`src/rtl/core/cau_pipe_ctrl.sv`:
```
// valid bits and per-stage load enables of the pipeline
`timescale 1ns / 1ps
module cau_pipe_ctrl #(
	parameter int NST = 21
) (
	input  logic           clk,
	input  logic           arst_n,
	input  logic           in_valid,
	input  logic           out_ready,
	output logic           in_ready,
	output logic           out_valid,
	output logic [NST-1:0] en
);
	logic [NST-1:0] v_q;

	always_comb begin
		en[NST-1] = !v_q[NST-1] | out_ready;
		for (int k = NST - 2; k >= 0; k--) begin
			en[k] = !v_q[k] | en[k+1];
		end
	end

	always_ff @(posedge clk or negedge arst_n) begin
		if (!arst_n) begin
			v_q <= '0;
		end else begin
			if (en[0]) begin
				v_q[0] <= in_valid;
			end
			for (int k = 1; k < NST; k++) begin
				if (en[k]) begin
					v_q[k] <= v_q[k-1];
				end
			end
		end
	end

	assign in_ready  = en[0];
	assign out_valid = v_q[NST-1];
endmodule

```
`config.mk`:
```
export PLATFORM = sky130hd
export DESIGN_NAME = cau_pipe_ctrl
export DESIGN_NICKNAME = d
export VERILOG_FILES = /design/src/rtl/core/cau_pipe_ctrl.sv
export SDC_FILE = /design/constraint.sdc
export NUM_CORES = 1
export LEC_CHECK = 0
export ABC_CLOCK_PERIOD_IN_PS = 1980
export BUFFER_PORTS_ARGS = -buffer_cell sky130_fd_sc_hd__buf_2
export CAP_MARGIN = 20
export CORE_ASPECT_RATIO = 1.25
export CORE_MARGIN = 3
export CORE_UTILIZATION = 49
export CTS_CLUSTER_DIAMETER = 50
export DETAILED_ROUTE_END_ITERATION = 7
export PLACE_DENSITY = 0.88
export SYNTH_ARGS = -nofsm -noshare
export SYNTH_HDL_FRONTEND = slang
export SYNTH_SLANG_ARGS = --single-unit
```
`constraint.sdc`:
```
create_clock -name clk -period 1.98 [get_ports clk]
set_input_delay 0.198 -clock clk [delete_from_list [all_inputs] [get_ports clk]]
set_output_delay 0.198 -clock clk [all_outputs]
set_load 0.03 [all_outputs]
```
======== Word-level counts from Yosys, hierarchy flattened ========
Index checks and enable logic that the tools add are counted.
storage, ports and cells
  ROM bits ................................ 0
  latch bits .............................. 0
  bits in writable memories ............... 0
  logic and storage cells ................. 63
  register bits ........................... 21
  memories ................................ 0
operators by class
  reduce and logical (&&, ||, !) cells .... 21
  divide/modulo/power cells ............... 0
  multiply operators ...................... 0
  shift-type cells ........................ 0
  $lt $le $gt $ge ......................... 0
  bitwise gates (word level) .............. 21
  equality and inequality tests ........... 0
  add/sub/neg operators ................... 0
  mux-type cells .......................... 0
operator list
  cell             number
  1-bit zero test  21
  1-bit OR         21

======== Logic depth before layout (Yosys ltp) ========
Gate-level depths: netlist of run 1.
  depth after elaboration ................. 22
  gate-level depth with buffers ........... 6
  depth with buffers taken out ............ 4

======== Worst setup path after synthesis of run 1 ========
Ideal clock, no wire load.
  path kind ............................... reg2out
  start ................................... register v_q[20]
  end ..................................... output en[0]
  slack ................................... -0.144 ns
  data required time ...................... 1.782 ns
  path buffers ............................ 2
  arrival time ............................ 1.926 ns
  cell stages (with the launch flop) ...... 7
  path through ............................ dfrtp_1 > and3b_2 > inv_4 > nor4_4 > buf_6 > nand3_1 > buf_4
between the ends
  cells in the longest elaborated chain, start to end .. 22
ends and longest elaborated chain
  item                             line  text
  start, declared                  14    logic [NST-1:0] v_q;
  start signal, assigned by index  32    v_q[k] <= v_q[k-1];
  1-bit zero test                  17    en[NST-1] = !v_q[NST-1] | out_ready;
  1-bit OR                         17
  1-bit OR                         19    en[k] = !v_q[k] | en[k+1];
  net en[19]                       12    output logic [NST-1:0] en
  1-bit OR (19 in a row)           19
  end, declared                    12
The timed path passes the listed nets, and every way through them passes these cells.

======== Worst setup path after layout of run 1 ========
  start ................................... register v_q[13]
  end ..................................... output en[1]
between the ends
  cells in the longest elaborated chain, start to end .. 14
ends and longest elaborated chain
  item                    line
  1-bit zero test         19
  1-bit OR (13 in a row)  19
No other way between the ends.

==> results_tabular.tex, run 1 <==
\begin{tabular}{lr}
\hline
Metric & Value \\
\hline
\multicolumn{2}{l}{\textbf{Logic synthesis}} \\
\quad Synthesized area divided by synthesized cell count & 11.67 µm² \\
\quad Register area share after synthesis & 56.30\% \\
\quad Most frequent cell after synthesis & sky130\_fd\_sc\_hd\_\_dfrtp\_1 \\
\quad Post-synthesis instance total & 80 \\
\quad Number of distinct library cells after synthesis & 25 \\
\quad Post-synth top cells & sky130\_fd\_sc\_hd\_\_dfrtp\_1, sky130\_fd\_sc\_hd\_\_nand2\_1, sky130\_fd\_sc\_hd\_\_a21o\_1, sky130\_fd\_sc\_hd\_\_nand3\_1, sky130\_fd\_sc\_hd\_\_inv\_1 \\
\quad Cell taking the most area after synthesis & sky130\_fd\_sc\_hd\_\_dfrtp\_1 \\
\quad Netlist area before placement & 933.4 µm² \\
\quad Share of Yosys cell area claimed by the top area cell type & 56.30\% \\
\quad Prevailing post-synth register cell & sky130\_fd\_sc\_hd\_\_dfrtp\_1 \\
\quad Number of synthesized flops with an enable pin & 0 \\
\quad Synthesized netlist net count & 84 \\
\quad Area contributors post-synth & sky130\_fd\_sc\_hd\_\_dfrtp\_1, sky130\_fd\_sc\_hd\_\_a21o\_1, sky130\_fd\_sc\_hd\_\_nor4\_4, sky130\_fd\_sc\_hd\_\_nand3\_1, sky130\_fd\_sc\_hd\_\_nand2\_1 \\
\quad Synthesized flop and latch total & 21 \\
\quad Fraction of registers with async set or reset after synthesis & 100.0\% \\
\quad Total number of yosys warnings & 0 \\
\multicolumn{2}{l}{\textbf{Placed design}} \\
\quad Post-DP HPWL & 1240 µm \\
\quad Final weighted congestion in routability-driven placement & 0.7417 \\
\quad Number of instances in the placed design & 122 \\
\quad Number of buffers added on ports & 26 \\
\multicolumn{2}{l}{\textbf{Timing}} \\
\quad Final Max Tran Viols & 0 \\
\quad Worst-Margin Slew & 0.4575 ns \\
\quad Setup\_tns & 0 ns \\
\quad Worst-case headroom to the max-slew limit & 69.50\% \\
\quad Clock skew after layout & 0.007693 ns \\
\quad Final count of negative-setup-slack endpoints & 0 \\
\quad Worst hold slack & 0.09336 ns \\
\quad Portion of the clock cycle consumed by the worst path in the final layout & 95.88\% \\
\quad Top achievable clock speed & 0.5267 GHz \\
\quad Post-layout minimum cycle time & 1.898 ns \\
\quad Number of hold violations in the final report & 0 \\
\multicolumn{2}{l}{\textbf{Global route}} \\
\quad Pin count of the biggest net entering global routing & 22 \\
\quad Number of global-route vias before repair & 647 \\
\quad Antenna violations before repair & 0 \\
\quad Leftover overflow at the end of global routing & 0 \\
\quad Global router's overall resource usage & 14.76\% \\
\quad Global-route wire length before repair & 2615 µm \\
\multicolumn{2}{l}{\textbf{Finish}} \\
\quad Number of flip-flops in the largest register & 21 \\
\quad Final cell count without fillers & 133 \\
\quad Layout Area Growth over Synthesis & 24.40\% \\
\quad Fraction of layout cells with a size suffix above 1 & 47.37\% \\
\quad Register ranked first by flip-flop count & v\_q \\
\quad Count of nets after finishing & 119 \\
\quad Number of inserted diodes & 0 \\
\quad Largest registers & v\_q x21 \\
\multicolumn{2}{l}{\textbf{Setup path}} \\
\quad CP Class & reg -> out \\
\quad Capture instance of the worst register-to-register path & v\_q[1] \\
\quad Path depth of the worst reg2reg path & 5 \\
\quad Maximum fanout along the worst path & 7 \\
\quad Critical path startpoint category & flip-flop \\
\quad Data arrival time of the critical path & 1.70 ns \\
\quad Worst Path Required & 1.78 ns \\
\quad Slowest stage delay, CP & 0.44 ns \\
\quad Worst path cell trace & nand4\_2 -> nor4\_4 -> buf\_6 -> nand4\_1 -> buf\_2 \\
\quad Register-to-register path setup slack & 0.46 ns \\
\quad CP endpoint kind & primary output \\
\quad Reg2reg start & v\_q[13] \\
\quad Standard cell with the maximum stage delay on the critical path & sky130\_fd\_sc\_hd\_\_dfrtp\_2 \\
\multicolumn{2}{l}{\textbf{Floorplanning}} \\
\quad Floorplan Core Area & 0.001787 mm² \\
\quad Initial Utilization & 52.24\% \\
\quad Top Ports & 27 \\
\quad Width of the die & 45.04 µm \\
\quad Die Span Y & 54.80 µm \\
\quad Number of rows created at floorplan & 17 \\
\quad Die area & 0.002468 mm² \\
\multicolumn{2}{l}{\textbf{Clock network}} \\
\quad Number of buffers created by CTS & 3 \\
\quad H-tree level count & 1 \\
\quad Root buffer selected by CTS & sky130\_fd\_sc\_hd\_\_clkbuf\_4 \\
\quad Clock latency at the later pin of the worst-skew pair & 0.30 ns \\
\quad Clock slew at the register clock pins of the worst setup and hold paths & 0.11 ns \\
\quad Sinks on the clock net & 21 \\
\quad Maximum count of clock buffers along a single path & 2 \\
\quad Clock tree from TritonCTS & yes \\
\multicolumn{2}{l}{\textbf{Hold path}} \\
\quad Worst hold path endpoint & v\_q[0] \\
\quad Path type of the worst min-delay path & in -> reg \\
\quad Worst Hold Path Cells & 2 \\
\quad Launch point of the worst hold path & in\_valid \\
\multicolumn{2}{l}{\textbf{Route}} \\
\quad Vias per Instance & 5.331 \\
\quad Drt initial violations & 9 \\
\quad Vias after detailed routing & 709 \\
\quad DR pass1 iterations & 4 \\
\quad Post-Route WL & 1781 µm \\
\quad Routed WL per cell & 13.39 µm \\
\quad DRC violations left & 0 \\
\quad Final ANT Viol Nets & 0 \\
\multicolumn{2}{l}{\textbf{Job}} \\
\quad Max Cap Violations & 0 \\
\multicolumn{2}{l}{\textbf{Pwr}} \\
\quad Power Dens Cells & 816.6 mW/mm² \\
\quad Leakage component of the power & 0.5271 nW \\
\quad Total power draw & 0.9482 mW \\
\quad Largest voltage drop on the vdd net & 0.4889 mV \\
\multicolumn{2}{l}{\textbf{Outcome}} \\
\quad Result of the run & finished clean \\
\hline
\end{tabular}
==> power breakdown <==
group	switching (mW)	internal [mW]	total, mW
combinational	0.154	0.0833	0.237
clock	0.117	0.0785	0.196
sequential	0.0413	0.474	0.515
==> cell type report <==
class | count | area, µm²
timing repair buffer | 34 | 193.9
clock buffer | 4 | 26.28
fill | 141 | 625.6
inverter | 6 | 25.02
sequential | 21 | 529.3
multi-input combinational | 49 | 362.8
tap | 19 | 23.77
==> critical path: cells and delay by family, from the launching register on <==
| kind | cells | cell delay (ns) |
|---|---|---|
| buffers and inverters | 2 | 0.35 |
| DFF | 1 | 0.44 |
| and+or+nand+nor | 3 | 0.62 |
==> layout by cell type (no fill, tap or decap) <==
cell type | synthesis | layout
sky130_fd_sc_hd__and2_1 | 1 | 1
sky130_fd_sc_hd__buf_6 | 1 | 1
sky130_fd_sc_hd__nor2_2 | 0 | 1
sky130_fd_sc_hd__nand4_1 | 2 | 2
sky130_fd_sc_hd__inv_4 | 1 | 1
sky130_fd_sc_hd__clkbuf_4 | 0 | 3
sky130_fd_sc_hd__nor4_4 | 2 | 2
sky130_fd_sc_hd__nand2b_1 | 4 | 4
sky130_fd_sc_hd__nand2_1 | 8 | 8
sky130_fd_sc_hd__nand3_2 | 0 | 1
sky130_fd_sc_hd__a41o_1 | 2 | 2
sky130_fd_sc_hd__or3_1 | 1 | 1
sky130_fd_sc_hd__and3b_2 | 1 | 1
sky130_fd_sc_hd__a21o_1 | 6 | 6
sky130_fd_sc_hd__clkbuf_1 | 0 | 1
sky130_fd_sc_hd__dlygate4sd3_1 | 0 | 1
sky130_fd_sc_hd__dfrtp_2 | 0 | 3
sky130_fd_sc_hd__and4_2 | 0 | 1
sky130_fd_sc_hd__a31o_1 | 2 | 2
sky130_fd_sc_hd__and3_1 | 3 | 3
sky130_fd_sc_hd__dfrtp_1 | 21 | 18
sky130_fd_sc_hd__buf_2 | 1 | 27
sky130_fd_sc_hd__inv_1 | 5 | 5
sky130_fd_sc_hd__nand3_1 | 6 | 5
sky130_fd_sc_hd__or2b_1 | 1 | 1
sky130_fd_sc_hd__buf_4 | 1 | 5
sky130_fd_sc_hd__a31o_2 | 3 | 3
sky130_fd_sc_hd__nand4_2 | 2 | 2
sky130_fd_sc_hd__or2_2 | 3 | 3
==> cells by family after synthesis <==
kind of cell,Yosys count,synth area share (%)
DFF,21,56.30
and+or+nand+nor,36,26.27
buffers and inverters,10,5.764
AOI/OAI and AO/OA,13,11.66
==> per-layer routing <==
| layer | vias to the layer above | GRT usage [%] | share of wire (%) |
|---|---|---|---|
| met5 | - | 0 | 0 |
| met4 | 0 | 8.780 | 2.4 |
| met3 | 5 | 2.303 | 5.1 |
| met2 | 19 | 26.65 | 52 |
| met1 | 334 | 15.91 | 41 |
| li1 | 351 | - | - |
==> timing repair <==
| item | 4_1_cts | 5_1_grt |
|---|---|---|
| gates resized for setup | 0 | 5 |
| endpoints found under the setup margin | 0 | 13 |
| endpoints found under the hold margin | 21 | 0 |
| hold buffers | 1 | 0 |
| setup buffers | 0 | 5 |
==> worst max path at each step <==
stage / startpoint / endpoint / slack [ns] / depth (start not counted)
finish: v_q[13] / en[1] / 0.08 / 5
CTS: v_q[20] / en[6] / 0.05 / 5
global placement: out_ready / en[1] / 0.42 / 7
detailed placement: v_q[20] / en[1] / 0.41 / 6
floorplan: v_q[20] / en[0] / 0.09 / 6
global route: v_q[13] / en[3] / -0.03 / 5
==> stage by stage <==
step	instance area (µm²)	worst slack, ns	util, %
final	1161	0.08150	64.99
after global routing	1161	-0.02796	64.99
after CTS	1109	0.05051	62.04
after detailed placement	1072	0.4066	60.01
after global placement	1072	0.4180	60.01
after floorplan	939.7	0.09141	-
No activity file was read; power rests on OpenSTA's default activity.
==> inputs of run 2 (changes only) <==
- CAP_MARGIN: 20 -> not set
- PLACE_DENSITY: 0.88 -> 0.82
==> run 2 against run 1 <==
Net effect: setup slack better by 0.043 ns; routed wire length is 7.0% lower; via count is 0.14% lower; critical path type unchanged; critical endpoint is now en[10]; largest cell class unchanged.
==> results_tabular.tex, run 2 (synthesis gave the netlist of run 1 again) <==
\begin{tabular}{lr}
\hline
Metric & Value \\
\hline
\multicolumn{2}{l}{\textbf{Outcome}} \\
\quad Result of the run & finished clean (unchanged) \\
\multicolumn{2}{l}{\textbf{Floorplanning}} \\
\quad Top Ports & 27 (unchanged) \\
\quad Floorplan Core Area & 0.001787 mm² (unchanged) \\
\quad Initial Utilization & 52.24\% (unchanged) \\
\quad Die area & 0.002468 mm² (unchanged) \\
\quad Number of rows created at floorplan & 17 (unchanged) \\
\quad Die Span Y & 54.80 µm (unchanged) \\
\quad Width of the die & 45.04 µm (unchanged) \\
\multicolumn{2}{l}{\textbf{Clock network}} \\
\quad Maximum count of clock buffers along a single path & 2 (unchanged) \\
\quad Clock latency at the later pin of the worst-skew pair & 0.29 ns (was 0.30 ns) \\
\quad Clock tree from TritonCTS & yes (unchanged) \\
\quad H-tree level count & 1 (unchanged) \\
\quad Root buffer selected by CTS & sky130\_fd\_sc\_hd\_\_clkbuf\_4 (unchanged) \\
\quad Number of buffers created by CTS & 3 (unchanged) \\
\quad Sinks on the clock net & 21 (unchanged) \\
\quad Clock slew at the register clock pins of the worst setup and hold paths & 0.11 ns (about the same) \\
\multicolumn{2}{l}{\textbf{Setup path}} \\
\quad Data arrival time of the critical path & 1.66 ns (was 1.70 ns) \\
\quad Register-to-register path setup slack & 0.49 ns (was 0.46 ns) \\
\quad CP Class & reg -> out (unchanged) \\
\quad Setup crit start & v\_q[14] (was v\_q[13]) \\
\quad Worst path cell trace & nand4\_4 -> nor4\_4 -> buf\_2 -> inv\_1 -> buf\_2 (was nand4\_2 -> nor4\_4 -> buf\_6 -> nand4\_1 -> buf\_2) \\
\quad Standard cell with the maximum stage delay on the critical path & sky130\_fd\_sc\_hd\_\_dfrtp\_2 (unchanged) \\
\quad Capture instance of the worst register-to-register path & v\_q[1] (unchanged) \\
\quad CP endpoint kind & primary output (unchanged) \\
\quad Path depth of the worst reg2reg path & 5 (unchanged) \\
\quad Crit path capture & en[10] (was en[1]) \\
\quad Maximum fanout along the worst path & 8 (was 7) \\
\quad Reg2reg start & v\_q[14] (was v\_q[13]) \\
\quad Critical Path Most Common Cell & sky130\_fd\_sc\_hd\_\_buf\_2 \\
\quad Worst Path Required & 1.78 ns (about the same) \\
\quad Slowest stage delay, CP & 0.46 ns (was 0.44 ns) \\
\quad Critical path startpoint category & flip-flop (unchanged) \\
\multicolumn{2}{l}{\textbf{Finish}} \\
\quad Number of inserted diodes & 0 (unchanged) \\
\quad Largest registers & v\_q x21 (unchanged) \\
\quad Most frequent cells in the layout & sky130\_fd\_sc\_hd\_\_buf\_2, sky130\_fd\_sc\_hd\_\_dfrtp\_1, sky130\_fd\_sc\_hd\_\_nand2\_1 (unchanged) \\
\quad Final cell count without fillers & 131 (was 133) \\
\quad Final core utilization & 64.57\% (was 64.99\%) \\
\quad Number of flip-flops in the largest register & 21 (unchanged) \\
\quad Fraction of layout cells with a size suffix above 1 & 46.43\% (was 47.37\%) \\
\quad Layout Area Growth over Synthesis & 23.59\% (was 24.40\%) \\
\quad Most common cell after layout, fill and taps aside & sky130\_fd\_sc\_hd\_\_buf\_2 (unchanged) \\
\quad Count of nets after finishing & 117 (was 119) \\
\quad Register ranked first by flip-flop count & v\_q (unchanged) \\
\multicolumn{2}{l}{\textbf{Timing}} \\
\quad Setup\_tns & 0 ns (unchanged) \\
\quad Number of hold violations in the final report & 0 (unchanged) \\
\quad Unrepaired setup endpoints after global routing & no \\
\quad Clock skew after layout & 0.005895 ns (was 0.007693 ns) \\
\quad Final Max Tran Viols & 0 (unchanged) \\
\quad Worst-case headroom to the max-slew limit & 70.02\% (was 69.50\%) \\
\quad Post-layout minimum cycle time & 1.856 ns (was 1.898 ns) \\
\quad Top achievable clock speed & 0.5389 GHz (was 0.5267 GHz) \\
\quad Final count of negative-setup-slack endpoints & 0 (unchanged) \\
\quad Worst-Margin Slew & 0.4497 ns (was 0.4575 ns) \\
\quad Portion of the clock cycle consumed by the worst path in the final layout & 93.72\% (was 95.88\%) \\
\quad Worst Slack Setup Final & 0.1244 ns (was 0.08150 ns) \\
\multicolumn{2}{l}{\textbf{Route}} \\
\quad Vias after detailed routing & 708 (was 709) \\
\quad Routed WL per cell & 12.64 µm (was 13.39 µm) \\
\quad Post-Route WL & 1656 µm (was 1781 µm) \\
\quad DRC violations left & 0 (unchanged) \\
\quad Vias per Instance & 5.405 (was 5.331) \\
\quad Drt initial violations & 16 (was 9) \\
\quad DR pass1 iterations & 4 (unchanged) \\
\quad Final ANT Viol Nets & 0 (unchanged) \\
\multicolumn{2}{l}{\textbf{Global route}} \\
\quad Pin count of the biggest net entering global routing & 22 (unchanged) \\
\quad Global-route wire length before repair & 2566 µm (was 2615 µm) \\
\quad Number of global-route vias before repair & 624 (was 647) \\
\quad Global router's overall resource usage & 14.47\% (was 14.76\%) \\
\quad Antenna violations before repair & 0 (unchanged) \\
\quad Leftover overflow at the end of global routing & 0 (unchanged) \\
\multicolumn{2}{l}{\textbf{Placed design}} \\
\quad Final weighted congestion in routability-driven placement & 0.6991 (was 0.7417) \\
\quad Post-Place Worst Slack & 0.3715 ns (was 0.4066 ns) \\
\quad Number of buffers added on ports & 26 (unchanged) \\
\quad Post-DP HPWL & 1215 µm (was 1240 µm) \\
\quad Number of instances in the placed design & 122 (unchanged) \\
\multicolumn{2}{l}{\textbf{Pwr}} \\
\quad Power Dens Cells & 813.1 mW/mm² (was 816.6 mW/mm²) \\
\quad Total power draw & 0.9380 mW (was 0.9482 mW) \\
\quad Largest voltage drop on the vdd net & 0.5109 mV (was 0.4889 mV) \\
\quad Leakage component of the power & 0.5188 nW (was 0.5271 nW) \\
\multicolumn{2}{l}{\textbf{Job}} \\
\quad Max Cap Violations & 0 (unchanged) \\
\multicolumn{2}{l}{\textbf{Hold path}} \\
\quad Path type of the worst min-delay path & in -> reg (unchanged) \\
\hline
\end{tabular}
[run 2: power breakdown]
group / switching, mW / internal (mW)
Combinational: 0.148 / 0.0757
Sequential: 0.0442 / 0.474
Clock: 0.121 / 0.0751
Total: 0.313 / 0.625
[run 2: final cells by class]
type / count / area [µm²]
Multi-Input combinational cell: 49 / 369.1
Clock inverter: 1 / 5.005
Sequential cell: 21 / 529.3
Clock buffer: 3 / 22.52
Timing Repair Buffer: 32 / 178.9
Tap cell: 19 / 23.77
Inverter: 6 / 25.02
Fill cell: 154 / 633.1
[run 2: per-layer routing]
| metal | global-route usage, % | wire (µm) | vias to the layer above |
|---|---|---|---|
| met3 | 3.618 | 91 | 4 |
| met2 | 23.58 | 811 | 22 |
| met1 | 16.70 | 734 | 338 |
| met4 | 9.268 | 19 | 0 |
| met5 | 0 | 0 | - |
| li1 | - | - | 344 |
[run 2: worst max-delay path, delay by kind of cell (launching register included)]
kind	cells	cell delay, ns
flops	1	0.46
buf+inv	3	0.44
simple gates	2	0.46
[run 2: per-stage QoR]
step                hold slack [ns]  instance area, µm²
detailed placement           0.1721                1072
global placement             0.1687                1072
CTS                         0.07642                1110
floorplan                  -0.09759               939.7
global route                0.07651                1154
finish                      0.08542                1154
[run 2: how the worst min path moves through the flow]
stage             start       to  slack (ns)  cells after the start
6_report       in_valid   v_q[0]        0.09                      2
3_5_place_dp     arst_n   v_q[7]        0.17                      1
2_1_floorplan    arst_n   v_q[0]        -0.1                      0
4_1_cts        in_valid   v_q[0]        0.08                      2
3_3_place_gp     arst_n  v_q[14]        0.17                      1
5_1_grt        in_valid   v_q[0]        0.08                      2
[run 2: what timing repair did]
item                                   in CTS  in global routing
gates resized for setup                     0                  5
setup endpoints to repair                   0                 12
hold buffers                                1                  0
buffers inserted                            0                  3
endpoints found under the hold margin      21                  0
==> inputs of run 3 (changes only) <==
- ABC_CLOCK_PERIOD_IN_PS: 1980 -> 2300
- CORE_UTILIZATION: 49 -> 50
- PLACE_DENSITY: 0.82 -> 0.77
- clock period: 1.98 -> 2.3 ns (I/O delays scaled with it)
==> run 3 against run 2 <==
Net effect: combinational power down 15%; via count is 5.6% lower; global-route usage is 0.66 points higher; design area fell by 4.6%; count of clock-buffer cells in the layout is 1 higher; setup slack improved by 0.22 ns; register-to-register slack gained 0.43 ns; sequential power down 15%; sequential share of layout area grew 1.8 points; core utilization grew 1.7 points; final cell count shrank 3.8%.
==> results_tabular.tex, run 3 (synthesis gave the netlist of run 1 again) <==
\begin{tabular}{lr}
\hline
Metric & Value \\
\hline
\multicolumn{2}{l}{\textbf{Outcome}} \\
\quad Result of the run & finished clean (unchanged) \\
\multicolumn{2}{l}{\textbf{Floorplanning}} \\
\quad Width of the die & 44.65 µm (was 45.04 µm) \\
\quad Initial Utilization & 56.17\% (was 52.24\%) \\
\quad Top Ports & 27 (unchanged) \\
\quad Die Span Y & 54.31 µm (was 54.80 µm) \\
\quad Floorplan Core Area & 0.001662 mm² (was 0.001787 mm²) \\
\quad Die area & 0.002424 mm² (was 0.002468 mm²) \\
\quad Number of rows created at floorplan & 16 (was 17) \\
\multicolumn{2}{l}{\textbf{Global route}} \\
\quad Leftover overflow at the end of global routing & 0 (unchanged) \\
\quad Global-route wire length before repair & 2649 µm (was 2566 µm) \\
\quad Global router's overall resource usage & 15.13\% (was 14.47\%) \\
\quad Number of global-route vias before repair & 610 (was 624) \\
\quad Antenna violations before repair & 0 (unchanged) \\
\quad Pin count of the biggest net entering global routing & 22 (unchanged) \\
\multicolumn{2}{l}{\textbf{Clock network}} \\
\quad Sinks on the clock net & 21 (unchanged) \\
\quad H-tree level count & 1 (unchanged) \\
\quad Number of buffers created by CTS & 3 (unchanged) \\
\quad Maximum count of clock buffers along a single path & 2 (unchanged) \\
\quad Clock tree from TritonCTS & yes (unchanged) \\
\quad Clock latency at the later pin of the worst-skew pair & 0.30 ns (was 0.29 ns) \\
\quad Post-cts resize count & 0 (unchanged) \\
\quad Clock slew at the register clock pins of the worst setup and hold paths & 0.11 ns (about the same) \\
\quad Root buffer selected by CTS & sky130\_fd\_sc\_hd\_\_clkbuf\_4 (unchanged) \\
\multicolumn{2}{l}{\textbf{Finish}} \\
\quad Number of flip-flops in the largest register & 21 (unchanged) \\
\quad Layout Area Growth over Synthesis & 17.96\% (was 23.59\%) \\
\quad Number of inserted diodes & 0 (unchanged) \\
\quad Largest registers & v\_q x21 (unchanged) \\
\quad Most frequent cells in the layout & sky130\_fd\_sc\_hd\_\_buf\_2, sky130\_fd\_sc\_hd\_\_dfrtp\_1, sky130\_fd\_sc\_hd\_\_nand2\_1 (unchanged) \\
\quad Register ranked first by flip-flop count & v\_q (unchanged) \\
\quad Count of nets after finishing & 113 (was 117) \\
\quad Most common cell after layout, fill and taps aside & sky130\_fd\_sc\_hd\_\_buf\_2 (unchanged) \\
\quad Fraction of layout cells with a size suffix above 1 & 38.89\% (was 46.43\%) \\
\quad Area of all placed cells without fillers & 0.001101 mm² (was 0.001154 mm²) \\
\quad Fill cell count & 151 (was 154) \\
\multicolumn{2}{l}{\textbf{Setup path}} \\
\quad Register-to-register path setup slack & 0.92 ns (was 0.49 ns) \\
\quad Reg2reg start & v\_q[20] (was v\_q[14]) \\
\quad Buffers and inverters on the worst path & 3 (unchanged) \\
\quad Maximum fanout along the worst path & 14 (was 8) \\
\quad Path depth of the worst reg2reg path & 4 (was 5) \\
\quad Data arrival time of the critical path & 1.72 ns (was 1.66 ns) \\
\quad Slowest stage delay, CP & 0.38 ns (was 0.46 ns) \\
\quad Worst Path Required & 2.07 ns (was 1.78 ns) \\
\quad Delay-heaviest family, CP & simple AND/OR/NAND/NOR gates (was flip-flops) \\
\quad Worst path cell trace & and3b\_2 -> inv\_4 -> nor4\_4 -> buf\_4 -> nand3\_1 -> buf\_2 (was nand4\_4 -> nor4\_4 -> buf\_2 -> inv\_1 -> buf\_2) \\
\quad Capture instance of the worst register-to-register path & v\_q[6] (was v\_q[1]) \\
\quad CP endpoint kind & primary output (unchanged) \\
\quad Critical path startpoint category & flip-flop (unchanged) \\
\quad CP Class & reg -> out (unchanged) \\
\quad Standard cell with the maximum stage delay on the critical path & sky130\_fd\_sc\_hd\_\_dfrtp\_1 (was sky130\_fd\_sc\_hd\_\_dfrtp\_2) \\
\multicolumn{2}{l}{\textbf{Route}} \\
\quad DR pass1 iterations & 4 (unchanged) \\
\quad Routed WL per cell & 12.64 µm (about the same) \\
\quad Final ANT Viol Nets & 0 (unchanged) \\
\quad Drt initial violations & 3 (was 16) \\
\quad Vias per Instance & 5.302 (was 5.405) \\
\quad Post-Route WL & 1593 µm (was 1656 µm) \\
\quad DRC violations left & 0 (unchanged) \\
\quad Vias after detailed routing & 668 (was 708) \\
\multicolumn{2}{l}{\textbf{Placed design}} \\
\quad Final weighted congestion in routability-driven placement & 0.6571 (was 0.6991) \\
\quad Post-DP HPWL & 1198 µm (was 1215 µm) \\
\quad Number of buffers added on ports & 26 (unchanged) \\
\quad Placed standard-cell area & 0.001065 mm² (was 0.001072 mm²) \\
\multicolumn{2}{l}{\textbf{Pwr}} \\
\quad Largest voltage drop on the vdd net & 0.5389 mV (was 0.5109 mV) \\
\quad Power Dens Cells & 729.1 mW/mm² (was 813.1 mW/mm²) \\
\quad Leakage component of the power & 0.4980 nW (was 0.5188 nW) \\
\quad Total power draw & 0.8028 mW (was 0.9380 mW) \\
\multicolumn{2}{l}{\textbf{Job}} \\
\quad Max Cap Violations & 0 (unchanged) \\
\multicolumn{2}{l}{\textbf{Timing}} \\
\quad Number of hold violations in the final report & 0 (unchanged) \\
\quad Worst-Margin Slew & 0.4581 ns (was 0.4497 ns) \\
\quad Clock skew after layout & 0.005094 ns (was 0.005895 ns) \\
\quad Final count of negative-setup-slack endpoints & 0 (unchanged) \\
\quad Unrepaired setup endpoints after global routing & no (unchanged) \\
\quad Top achievable clock speed & 0.5124 GHz \\
\quad Post-layout minimum cycle time & 1.952 ns \\
\quad Portion of the clock cycle consumed by the worst path in the final layout & 84.86\% \\
\quad Final Max Tran Viols & 0 (unchanged) \\
\quad Worst-case headroom to the max-slew limit & 69.46\% (was 70.02\%) \\
\quad Setup\_tns & 0 ns (unchanged) \\
\multicolumn{2}{l}{\textbf{Hold path}} \\
\quad Worst hold path endpoint & v\_q[0] (unchanged) \\
\quad Path type of the worst min-delay path & in -> reg (unchanged) \\
\quad Worst Hold Path Cells & 2 (unchanged) \\
\quad Launch point of the worst hold path & in\_valid (unchanged) \\
\hline
\end{tabular}
-- run 3: cell count changes in the layout (fill, tap and decap cells not counted), sizes merged --
cell | previous run | this run
buf | 31 | 27
clkinv | 1 | 0
clkbuf | 3 | 4
-- run 3: where the power goes --
group / total [mW] / internal, mW / switching (mW) / leakage (nW)
clock: 0.171 / 0.0675 / 0.104 / 0.0150
sequential: 0.442 / 0.407 / 0.0347 / 0.235
combinational: 0.190 / 0.0641 / 0.126 / 0.248
-- run 3: what timing repair did --
item                      4_1_cts  5_1_grt
buffers inserted                0        0
hold endpoints to repair       21        0
hold buffers                    1        0
-- run 3: routing by layer --
metal | global-route usage, % | part of all wire [%] | up-vias
met2 | 24.40 | 47 | 20
met5 | 0 | 0 | -
li1 | - | - | 336
met1 | 19.24 | 44 | 308
met3 | 1.974 | 6.2 | 4
met4 | 9.045 | 2.2 | 0
-- run 3: how the worst max path moves through the flow --
stage                          from       end  slack, ns  cells past startpoint
after floorplan             v_q[20]     en[0]       0.14                      6
after global placement    out_ready  in_ready       0.66                      7
after detailed placement  out_ready     en[0]       0.65                      7
after CTS                   v_q[20]     en[0]       0.32                      6
after global routing        v_q[14]     en[6]       0.15                      4
final                       v_q[20]  in_ready       0.35                      6
-- run 3: layout make-up --
cell class	count	area, µm²	area share, %
inverter	6	25.02	2.273
tap	18	22.52	2.045
multi-input combinational	49	354.1	32.16
sequential	21	525.5	47.73
clock buffer	4	26.28	2.386
timing repair buffer	28	147.6	13.41
-- run 3: through the flow --
step / std cells / utilization [%] / hold slack (ns) / worst slack [ns]
2_1_floorplan: 80 / - / -0.06559 / 0.1443
3_3_place_gp: 121 / 64.08 / 0.2042 / 0.6624
3_5_place_dp: 121 / 64.08 / 0.2124 / 0.6451
4_1_cts: 126 / 66.27 / 0.1148 / 0.3212
5_1_grt: 126 / 66.27 / 0.1168 / 0.1523
6_report: 126 / 66.27 / 0.1181 / 0.3482
